<file path="config.mk">
export PLATFORM = sky130hd
export DESIGN_NAME = gb2312_glyph_address_decoder
export DESIGN_NICKNAME = d
export VERILOG_FILES = /design/src/hdl/gbad_pkg.sv /design/src/hdl/gbad_decode.sv /design/src/hdl/gbad_result_buf.sv /design/src/hdl/gb2312_glyph_address_decoder.sv
export SDC_FILE = /design/constraint.sdc
export NUM_CORES = 1
export LEC_CHECK = 0
export ABC_AREA = 1
export BUFFER_PORTS_ARGS = -buffer_cell sky130_fd_sc_hd__buf_2
export CORE_UTILIZATION = 50
export DETAILED_ROUTE_END_ITERATION = 6
export HOLD_SLACK_MARGIN = 0.12
export PLACE_DENSITY = 0.73
export SYNTH_ARGS = -nofsm -noshare
export SYNTH_HDL_FRONTEND = slang
export SYNTH_SLANG_ARGS = --single-unit
</file>
<file path="constraint.sdc">
create_clock -name clk -period 6.4 [get_ports clk]
set_input_delay 0.64 -clock clk [delete_from_list [all_inputs] [get_ports clk]]
set_output_delay 0.64 -clock clk [all_outputs]
set_load 0.005 [all_outputs]
</file>
<file path="src/hdl/gbad_pkg.sv">
// ----------------------------------------------------------------------------
// gbad_pkg
// Shared types and constants for the GB2312/ASCII glyph address decoder.
// ----------------------------------------------------------------------------
`default_nettype none

package gbad_pkg;

  localparam int unsigned BYTE_W      = 8;
  localparam int unsigned X_W         = 16;
  localparam int unsigned OFFSET_W    = 19;
  localparam int unsigned WIDTH_W     = 5;
  localparam int unsigned MAX_RESULTS = 3;
  localparam int unsigned COUNT_W     = 2;

  localparam logic [BYTE_W-1:0]  LEAD_MIN     = 8'hA1;
  localparam logic [6:0]         ROW_SIZE     = 7'd94;
  localparam logic [X_W-1:0]     WIDE_ADV     = 16'd16;
  localparam logic [X_W-1:0]     NARROW_ADV   = 16'd8;
  localparam logic [WIDTH_W-1:0] WIDE_WIDTH   = 5'd16;
  localparam logic [WIDTH_W-1:0] NARROW_WIDTH = 5'd8;
  localparam logic [WIDTH_W-1:0] END_WIDTH    = 5'd0;

  typedef enum logic [1:0] {
    KIND_WIDE,
    KIND_NARROW,
    KIND_SKIP,
    KIND_END
  } kind_t;

  typedef struct packed {
    logic [BYTE_W-1:0] byte_value;
    logic              first_of_string;
    logic              last_of_string;
    logic [X_W-1:0]    start_x;
  } item_t;

  typedef struct packed {
    kind_t               kind;
    logic [OFFSET_W-1:0] rom_offset;
    logic [WIDTH_W-1:0]  glyph_width;
    logic [X_W-1:0]      x_position;
  } result_t;

  typedef struct packed {
    logic [COUNT_W-1:0]             count;
    result_t [MAX_RESULTS-1:0]      slot;
  } bundle_t;

  function automatic result_t make_result(kind_t k, logic [OFFSET_W-1:0] off,
                                          logic [WIDTH_W-1:0] w, logic [X_W-1:0] x);
    result_t r;
    r.kind        = k;
    r.rom_offset  = off;
    r.glyph_width = w;
    r.x_position  = x;
    return r;
  endfunction

endpackage

`default_nettype wire

</file>
<file path="src/hdl/gbad_decode.sv">
// ----------------------------------------------------------------------------
// gbad_decode
// Holds the string state and turns one byte into up to three glyph commands.
// ----------------------------------------------------------------------------
`default_nettype none

module gbad_decode (
  input  wire logic             clk,
  input  wire logic             rst,
  input  wire logic             advance,
  input  wire gbad_pkg::item_t  item,
  input  wire logic             fonts_present,
  output gbad_pkg::bundle_t     bundle
);
  import gbad_pkg::*;

  logic              lead_pending, lead_pending_next;
  logic [BYTE_W-1:0] lead_byte, lead_byte_next;
  logic [X_W-1:0]    cursor_x, cursor_x_next;
  logic              string_stopped, string_stopped_next;

  logic [6:0]          lead_row;
  logic [6:0]          cell_col;
  logic [13:0]         glyph_index;
  logic [OFFSET_W-1:0] wide_offset;
  logic [OFFSET_W-1:0] narrow_offset;

  // Rows and columns both start at 0xA1; 94 x 94 cells, 32 bytes per glyph.
  assign lead_row      = 7'(lead_byte - LEAD_MIN);
  assign cell_col      = 7'(item.byte_value - LEAD_MIN);
  assign glyph_index   = 14'(lead_row) * 14'(ROW_SIZE) + 14'(cell_col);
  assign wide_offset   = {glyph_index, 5'b0};
  assign narrow_offset = {8'b0, item.byte_value[6:0], 4'b0};

  always_comb begin
    logic               b_zero;
    logic               b_lead;
    logic               ends;
    logic [COUNT_W-1:0] n;

    b_zero = (item.byte_value == '0);
    b_lead = (item.byte_value >= LEAD_MIN);
    ends   = item.last_of_string || b_zero;
    n      = '0;

    bundle.slot         = '0;
    lead_byte_next      = lead_byte;
    lead_pending_next   = item.first_of_string ? 1'b0 : lead_pending;
    string_stopped_next = item.first_of_string ? 1'b0 : string_stopped;
    cursor_x_next       = item.first_of_string ? item.start_x : cursor_x;

    if (!string_stopped_next) begin
      if (fonts_present) begin
        if (lead_pending_next) begin
          if (b_lead) begin
            bundle.slot[n] = make_result(KIND_WIDE, wide_offset, WIDE_WIDTH, cursor_x_next);
            n              = n + 2'd1;
            cursor_x_next  = cursor_x_next + WIDE_ADV;
          end else begin
            // The unpaired lead is skipped before the new byte is decoded.
            bundle.slot[n] = make_result(KIND_SKIP, '0, NARROW_WIDTH, cursor_x_next);
            n              = n + 2'd1;
            cursor_x_next  = cursor_x_next + NARROW_ADV;
            if (!b_zero) begin
              bundle.slot[n] = make_result(item.byte_value[7] ? KIND_SKIP : KIND_NARROW,
                                           item.byte_value[7] ? '0 : narrow_offset,
                                           NARROW_WIDTH, cursor_x_next);
              n              = n + 2'd1;
              cursor_x_next  = cursor_x_next + NARROW_ADV;
            end
          end
          lead_pending_next = 1'b0;
        end else if (!b_zero) begin
          if (b_lead && !item.last_of_string) begin
            lead_pending_next = 1'b1;
            lead_byte_next    = item.byte_value;
          end else begin
            bundle.slot[n] = make_result(item.byte_value[7] ? KIND_SKIP : KIND_NARROW,
                                         item.byte_value[7] ? '0 : narrow_offset,
                                         NARROW_WIDTH, cursor_x_next);
            n              = n + 2'd1;
            cursor_x_next  = cursor_x_next + NARROW_ADV;
          end
        end
      end
      if (ends) begin
        bundle.slot[n]      = make_result(KIND_END, '0, END_WIDTH, cursor_x_next);
        n                   = n + 2'd1;
        lead_pending_next   = 1'b0;
        string_stopped_next = 1'b1;
      end
    end
    bundle.count = n;
  end

  always_ff @(posedge clk) begin
    if (rst) begin
      lead_pending   <= 1'b0;
      lead_byte      <= '0;
      cursor_x       <= '0;
      string_stopped <= 1'b0;
    end else if (advance) begin
      lead_pending   <= lead_pending_next;
      lead_byte      <= lead_byte_next;
      cursor_x       <= cursor_x_next;
      string_stopped <= string_stopped_next;
    end
  end

endmodule

`default_nettype wire

</file>
<file path="src/hdl/gbad_result_buf.sv">
// ----------------------------------------------------------------------------
// gbad_result_buf
// Holds a byte's commands; sends one word per cycle while out_ready is high.
// ----------------------------------------------------------------------------
`default_nettype none

module gbad_result_buf (
  input  wire logic              clk,
  input  wire logic              rst,
  input  wire logic              load_valid,
  output logic                   load_ready,
  input  wire gbad_pkg::bundle_t load_bundle,
  output logic                   out_valid,
  input  wire logic              out_ready,
  output gbad_pkg::result_t      out_result,
  output logic                   out_last
);
  import gbad_pkg::*;

  result_t [MAX_RESULTS-1:0] slot;
  logic [COUNT_W-1:0]        count;
  logic [COUNT_W-1:0]        rd_idx;
  logic                      final_word;

  assign out_valid  = (rd_idx < count);
  assign final_word = (rd_idx == count - 2'd1);
  assign out_last   = final_word;
  // A new set may load in the cycle the last word of the old one is taken.
  assign load_ready = !out_valid || (out_ready && final_word);

  always_comb begin
    case (rd_idx)
      2'd1:    out_result = slot[1];
      2'd2:    out_result = slot[2];
      default: out_result = slot[0];
    endcase
  end

  always_ff @(posedge clk) begin
    if (rst) begin
      count  <= '0;
      rd_idx <= '0;
    end else if (load_valid && load_ready) begin
      count  <= load_bundle.count;
      rd_idx <= '0;
    end else if (out_valid && out_ready) begin
      rd_idx <= rd_idx + 2'd1;
    end
  end

  always_ff @(posedge clk) begin
    if (load_valid && load_ready) begin
      slot <= load_bundle.slot;
    end
  end

endmodule

`default_nettype wire

</file>
<file path="src/hdl/gb2312_glyph_address_decoder.sv">
// ----------------------------------------------------------------------------
// gb2312_glyph_address_decoder
// Decodes a GB2312/ASCII byte stream into glyph fetch commands.
// ----------------------------------------------------------------------------
// A byte passes through the input register and then the command register
// before its first command is offered.
// Throughput: one byte per cycle while out_ready is high and each byte yields
// at most one command; a byte with more holds the output until all are taken.
// Reset (rst, synchronous): clears the string state, fonts_present and all
// valid flags; no commands are pending afterwards.
`default_nettype none

module gb2312_glyph_address_decoder (
  input  wire logic                          clk,
  input  wire logic                          rst,
  input  wire logic                          cfg_we,
  input  wire logic                          cfg_wdata,
  input  wire logic                          in_valid,
  output logic                               in_ready,
  input  wire logic [gbad_pkg::BYTE_W-1:0]   byte_value,
  input  wire logic                          first_of_string,
  input  wire logic                          last_of_string,
  input  wire logic signed [gbad_pkg::X_W-1:0] start_x,
  output logic                               out_valid,
  input  wire logic                          out_ready,
  output logic [1:0]                         result_kind,
  output logic [gbad_pkg::OFFSET_W-1:0]      rom_offset,
  output logic [gbad_pkg::WIDTH_W-1:0]       glyph_width,
  output logic signed [gbad_pkg::X_W-1:0]    x_position,
  output logic                               last_result
);
  import gbad_pkg::*;

  logic    fonts_present;
  logic    s1_valid;
  item_t   s1_item;
  logic    buf_ready;
  logic    advance;
  bundle_t bundle;
  result_t out_result;

  assign advance  = s1_valid && buf_ready;
  assign in_ready = !s1_valid || buf_ready;

  always_ff @(posedge clk) begin
    if (rst) begin
      fonts_present <= 1'b0;
    end else if (cfg_we) begin
      fonts_present <= cfg_wdata;
    end
  end

  always_ff @(posedge clk) begin
    if (rst) begin
      s1_valid <= 1'b0;
    end else if (in_ready) begin
      s1_valid <= in_valid;
    end
  end

  always_ff @(posedge clk) begin
    if (in_valid && in_ready) begin
      s1_item.byte_value      <= byte_value;
      s1_item.first_of_string <= first_of_string;
      s1_item.last_of_string  <= last_of_string;
      s1_item.start_x         <= start_x;
    end
  end

  gbad_decode u_decode (
    .clk           (clk),
    .rst           (rst),
    .advance       (advance),
    .item          (s1_item),
    .fonts_present (fonts_present),
    .bundle        (bundle)
  );

  gbad_result_buf u_result_buf (
    .clk         (clk),
    .rst         (rst),
    .load_valid  (s1_valid),
    .load_ready  (buf_ready),
    .load_bundle (bundle),
    .out_valid   (out_valid),
    .out_ready   (out_ready),
    .out_result  (out_result),
    .out_last    (last_result)
  );

  assign result_kind = out_result.kind;
  assign rom_offset  = out_result.rom_offset;
  assign glyph_width = out_result.glyph_width;
  assign x_position  = out_result.x_position;

endmodule

`default_nettype wire

</file>
==> results of run 1 <==
-- synth_stat cells, drive strengths merged, types with 2 or more instances --
cell      n  area share
nand3    79       0.047
o21a      5      0.0042
xor2     25       0.027
o32ai     2      0.0020
clkinv    4      0.0017
inv     155       0.065
o21bai    4      0.0034
ha       46       0.064
a21oi    66       0.037
dfxtp    31       0.070
xnor2     7      0.0069
nand4     8      0.0056
fa       14       0.031
a22o      8      0.0079
buf      21       0.016
a31oi     2      0.0014
clkbuf   16      0.0067
a32oi     2      0.0020
o211ai    6      0.0050
nand2   303        0.14
edfxtp  104        0.35
o21ai    73       0.043
o22ai    10      0.0070
nor3     12      0.0079
nor2     83       0.042
o31ai     5      0.0042
or2       2      0.0014
-- report_power, final --
group	switching, mW	internal (mW)
Clock	0.386	0.545
Combinational	0.424	0.213
Sequential	0.0254	1.01
Total	0.836	1.77
-- final cells by class --
class,count,area (um2)
timing repair buffer,74,383
multi-input combinational,773,4400
tap,225,282
sequential,135,3740
clock buffer,21,483
inverter,159,597
clock inverter,11,82.6
fill,1561,7390
-- metrics by stage --
stage,worst slack (ns),std cells,utilization,hold WS (ns),cell area (um2)
after CTS,1.55,1398,0.574,0.369,9970
after floorplan,1.91,1104,-,0.441,8950
final,1.57,1398,0.574,0.378,9970
after global routing,1.17,1398,0.574,0.366,9970
after global placement,1.69,1366,0.542,0.457,9410
after detailed placement,1.57,1366,0.542,0.466,9410
-- cells by family after synthesis --
| group | after synthesis | share of synthesized area |
|---|---|---|
| AO/OA/AOI/OAI | 186 | 0.120 |
| XOR/XNOR | 32 | 0.0335 |
| adder cells (fa/ha/maj) | 60 | 0.0959 |
| buffers and inverters | 196 | 0.0900 |
| flip-flops | 135 | 0.419 |
| other | 1 | 0.000420 |
| AND/OR/NAND/NOR | 488 | 0.241 |
-- state kept, by name, summed over array words and instances (netlist names) --
register	count
s1_valid	1
u_result_buf.slot	78
u_decode.lead_byte	7
fonts_present	1
u_result_buf.count	2
u_decode.lead_pending	1
u_decode.string_stopped	1
u_decode.cursor_x	16
s1_item	26
u_result_buf.rd_idx	2
-- worst max path at each step --
stage	start	endpoint	slack, ns	cells after the start
finish	u_decode.lead_byte[0]	u_result_buf.slot[38]	1.57	25
global route	u_decode.lead_byte[0]	u_result_buf.slot[39]	1.17	23
CTS	u_decode.lead_byte[0]	u_result_buf.slot[38]	1.55	25
detailed placement	u_decode.lead_byte[0]	u_result_buf.slot[38]	1.57	25
global placement	u_decode.lead_byte[0]	u_result_buf.slot[38]	1.69	25
floorplan	u_decode.lead_byte[0]	u_result_buf.slot[38]	1.91	25
-- metal layers --
metal | track usage | share of wire
met1 | 0.360 | 0.48
met2 | 0.353 | 0.43
met3 | 0.0520 | 0.081
met4 | 0.0793 | 0.016
met5 | 0 | 0
-- worst reg2reg max path, delay by kind of cell, from the launching register on --
kind,cells,cell delay (ns)
DFF,1,0.33
buffers and inverters,5,0.52
xor gates and xnor gates,2,0.31
AOI/OAI and AO/OA,4,0.45
and+or+nand+nor,9,0.78
adders and majority gates,5,2.17
==> impl_metrics.csv, run 1 <==
group,metric,value,unit
grt,grt_usage,0.244,
timing,fin_skew,0.0126,ns
routing,drc_errors,1,
timing,final.period_utilization,0.755,
clocking,worstSkewPairLatency,0.43,ns
worst_hold_path,hold_path.class,"in -> reg",
routing,first_pass_iters,7,
grt,grt_pass1_wl,34400,um
worst_hold_path,min_to,"s1_item[2]",
timing,tns,0,ns
timing,finalCriticalPeriod,4.83,ns
worst_setup_path,slowest_stage,"fa_1",
synth,synth_seq_cells,135,
clocking,cts_setup_buffers,0,
die,io-pin-count,77,
worst_setup_path,path_max_fanout,7,
synth,synth_ff_type,"edfxtp_1",
worst_setup_path,end_kind,"register",
power,total_power,2.61,mW
final_layout,antenna_cells,0,
clocking,cts_tree,"done",
synth,synth_seq_area_share,0.419,
worst_setup_path,max_stage_delay,0.55,ns
placed_design,place_congestion,0.958,
placed_design,io_buffers,69,
timing,drv_slew,0,
power,max-vdd-ir-drop,0.205,mV
clocking,path_clk_slew,0.06,ns
clocking,cts_hold_buf,0,
timing,hold_viol,0,
grt,overflow,0,
clocking,cts-buffers-inserted,17,
final_layout,drive_above_1_share,0.140,
synth,synth_area,8920,um2
timing,setup_viol,0,
clocking,cts.repair.resized,0,
final_layout,syn_to_final_growth,11.7,%
worst_setup_path,reg2reg_to,"u_result_buf.slot[38]",
final_layout,layout.nets,1252,
routing,viasPerCell,5.36,
worst_setup_path,critPathKind,"reg -> reg",
grt,grt_max_degree,63,
worst_setup_path,worst-r2r-cell-count,25,
synth,synth_area_per_cell,8.13,um2
timing,fmax,207,MHz
worst_setup_path,worst_ep_arrival_time,5.00,ns
timing,tightestPinTransition,0.946,ns
timing,max-slew-margin-rel,0.369,
worst_hold_path,hold_depth,1,
routing,ant_nets,0,
power,total_leakage_power,4.48,nW
worst_setup_path,r2r_slack,1.57,ns
grt,antenna_found_initial,0,
run,maxCapViolations,0,
power,power_density,262,nW/um2
worst_setup_path,cp_top_family,"adder cells",
grt,first_global_vias,6795,
clocking,clock-sinks,135,
clocking,cts_buffer_depth,2,
run_status,status,"complete, but fails checks",
routing,post_drt_wl_per_cell,15.3,um
final_layout,final_common_cell,"nand2_1",
synth,yosys_warnings,0,
synth,synth_edf_count,104,
routing,wl,21400,um
placed_design,post-dp-hpwl,16100,um
die,die_x,136,um
routing,vias,7497,
worst_setup_path,cp-start-kind,"register",
timing,rsz0062_at_grt,"no",
final_layout,layout_common_cells,"nand2_1 (281), inv_1 (142), edfxtp_1 (104)",
die,dieArea,18400,um2
die,core_area,17400,um2
die,row_count,48,
die,start_util,0.514,
synth,synth_cell_types,49,
run_status,violations,"DRC",
routing,drtIter0Drc,665,
worst_setup_path,crit_required,6.57,ns
worst_hold_path,min-delay-start,"start_x[2]",
synth,synth_cells,1098,
clocking,clockRootBuffer,"clkbuf_16",
die,fp.dieH,136,um
worst_setup_path,timing.rr.start,"u_decode.lead_byte[0]",
clocking,htree_levels,4,
synth,async_flop_share,0,
worst_setup_path,path_buf_inv,5,
(Power assumes the default switching activity.)
==> run 2, diff against run 1 <==
clock period = 4.7 ns   (was 6.4 ns; I/O delays follow)
==> run 2 against run 1 <==
The flow now finishes without violations. Clock skew is 0.0014 ns lower. Cell area is 2.1% higher. Cell count is 1.1% higher. Core utilization is 1.2 points higher. Global-route usage is 0.13 points higher. Maximum frequency is 7.7% higher. Sequential cell count stayed put. Sequential share of layout area is 0.74 points lower. Critical path depth stayed put. Clock-buffer cell count is 1 higher.
==> impl_metrics.csv, run 2 (synthesized netlist as in run 1, its figures left out) <==
group,metric,value,unit
run_status,status,"complete, no violations",
worst_setup_path,end_kind,"register",
clocking,clockRootBuffer,"clkbuf_16",
power,pwr-share-clk,0.362,
timing,setup_ws,0.215,ns
worst_hold_path,hold_path.class,"in -> reg",
power,p_comb_frac,0.250,
timing,tightestPinTransition,0.938,ns
timing,final.period_utilization,0.954,
power,power_frac_seq,0.388,
timing,fin_skew,0.0112,ns
final_layout,layout.nets,1267,
placed_design,place_ws,0.0188,ns
grt,overflow,0,
power,p_switching,1.16,mW
clocking,cts_hold_buf,0,
timing,max-slew-margin-rel,0.374,
timing,finalCriticalPeriod,4.49,ns
placed_design,post-dp-hpwl,16100,um
routing,post_drt_wl_per_cell,15.3,um
final_layout,n_fill_cell,1543,
routing,wl,21600,um
power,internal_power,2.49,mW
grt,grt_max_degree,46,
clocking,worstSkewPairLatency,0.43,ns
worst_setup_path,cp_top_family,"adder cells",
worst_setup_path,crit_required,4.87,ns
final_layout,final_util,0.586,
routing,drtIter0Drc,740,
placed_design,place_congestion,0.958,
clocking,clock-sinks,135,
grt,antenna_found_initial,0,
final_layout,syn_to_final_growth,14.0,%
routing,viasPerCell,5.30,
clocking,path_clk_slew,0.06,ns
worst_setup_path,slowest_stage,"fa_1",
routing,drc_errors,0,
clocking,htree_levels,4,
routing,first_pass_iters,5,
power,total_leakage_power,4.59,nW
power,max-vdd-ir-drop,0.281,mV
routing,ant_nets,0,
grt,first_global_vias,6755,
final_layout,layout_common_cells,"nand2_1 (280), inv_1 (140), edfxtp_1 (104)",
timing,drv_slew,0,
die,fp.dieH,136,um
die,die_x,136,um
run,maxCapViolations,0,
final_layout,regMostFlops,"u_result_buf.slot",
worst_setup_path,critPathKind,"reg -> reg",
timing,hold_viol,0,
grt,grt_usage,0.245,
grt,grt_pass1_wl,34300,um
final_layout,largest_reg_flops,78,
die,start_util,0.514,
final_layout,reg_top3,"u_result_buf.slot: 78 flops, s1_item: 26 flops, u_decode.cursor_x: 16 flops",
power,power_density,358,nW/um2
final_layout,drive_above_1_share,0.163,
clocking,cts-buffers-inserted,17,
worst_setup_path,path_max_fanout,5,
die,core_area,17400,um2
power,swShare,0.317,
final_layout,antenna_cells,0,
worst_setup_path,cp-start-kind,"register",
worst_setup_path,worst_ep_arrival_time,4.66,ns
clocking,cts_buffer_depth,2,
final_layout,final_common_cell,"nand2_1",
clocking,cts_tree,"done",
worst_setup_path,path_buf_inv,5,
routing,vias,7495,
die,dieArea,18400,um2
timing,setup_viol,0,
placed_design,io_buffers,69,
die,row_count,48,
die,io-pin-count,77,
worst_setup_path,max_stage_delay,0.54,ns
timing,fmax,223,MHz
-- run 2: cell count changes in the layout (fill, tap and decap cells not counted), sizes merged --
cell,previous run,this run
inv,161,162
clkbuf,21,22
clkinvlp,2,0
buf,74,89
-- run 2: layer usage --
| metal | up-vias | global-route usage | wire, um |
|---|---|---|---|
| met5 | - | 0 | 0 |
| met4 | 0 | 0.0805 | 361 |
| met3 | 33 | 0.0486 | 1510 |
| met2 | 294 | 0.363 | 9400 |
| met1 | 3401 | 0.358 | 10300 |
| li1 | 3767 | - | - |
-- run 2: what timing repair did --
action / CTS / global route
endpoints found under the setup margin: 0 / 4
setup buffers: 0 / 3
hold endpoints to repair: 0 / 0
gates resized for setup: 0 / 17
-- run 2: path summary, 6_finish.rpt --
check	from	end	slack (ns)	depth (start not counted)
setup / recovery	u_decode.lead_byte[0]	u_result_buf.slot[38]	0.21	25
hold / removal	start_x[0]	s1_item[0]	0.21	1
hold reg to reg	u_decode.string_stopped	u_decode.string_stopped	0.47	2
setup reg to reg	u_decode.lead_byte[0]	u_result_buf.slot[38]	0.21	25
-- run 2: per-stage QoR --
| step | cells | hold slack [ns] | area (um2) | setup TNS [ns] | power [mW] |
|---|---|---|---|---|---|
| floorplan | 1104 | 0.441 | 8950 | 0 | 2.08 |
| global placement | 1378 | 0.451 | 9500 | 0 | 2.28 |
| detailed placement | 1378 | 0.457 | 9500 | 0 | 2.30 |
| CTS | 1410 | 0.201 | 10100 | 0 | 3.61 |
| global route | 1413 | 0.192 | 10200 | -0.0622 | 3.83 |
| finish | 1413 | 0.209 | 10200 | 0 | 3.64 |
-- run 2: area by class of cell --
class	count	area [um2]	share of cell area
clock buffer	22	518	0.0509
clock inverter	10	72.6	0.00713
multi-input combinational	773	4470	0.439
inverter	159	597	0.0586
sequential	135	3750	0.368
timing repair buffer	89	495	0.0487
tap	225	282	0.0277
-- run 2: power groups by stage --
| stage | Clock (mW) | Combinational [mW] | Sequential, mW |
|---|---|---|---|
| finish | 1.32 | 0.910 | 1.41 |
| global route | 1.38 | 1.02 | 1.42 |
| CTS | 1.33 | 0.868 | 1.41 |
| detailed placement | 0 | 0.862 | 1.44 |
| global placement | 0 | 0.848 | 1.43 |
| floorplan | 0 | 0.652 | 1.43 |
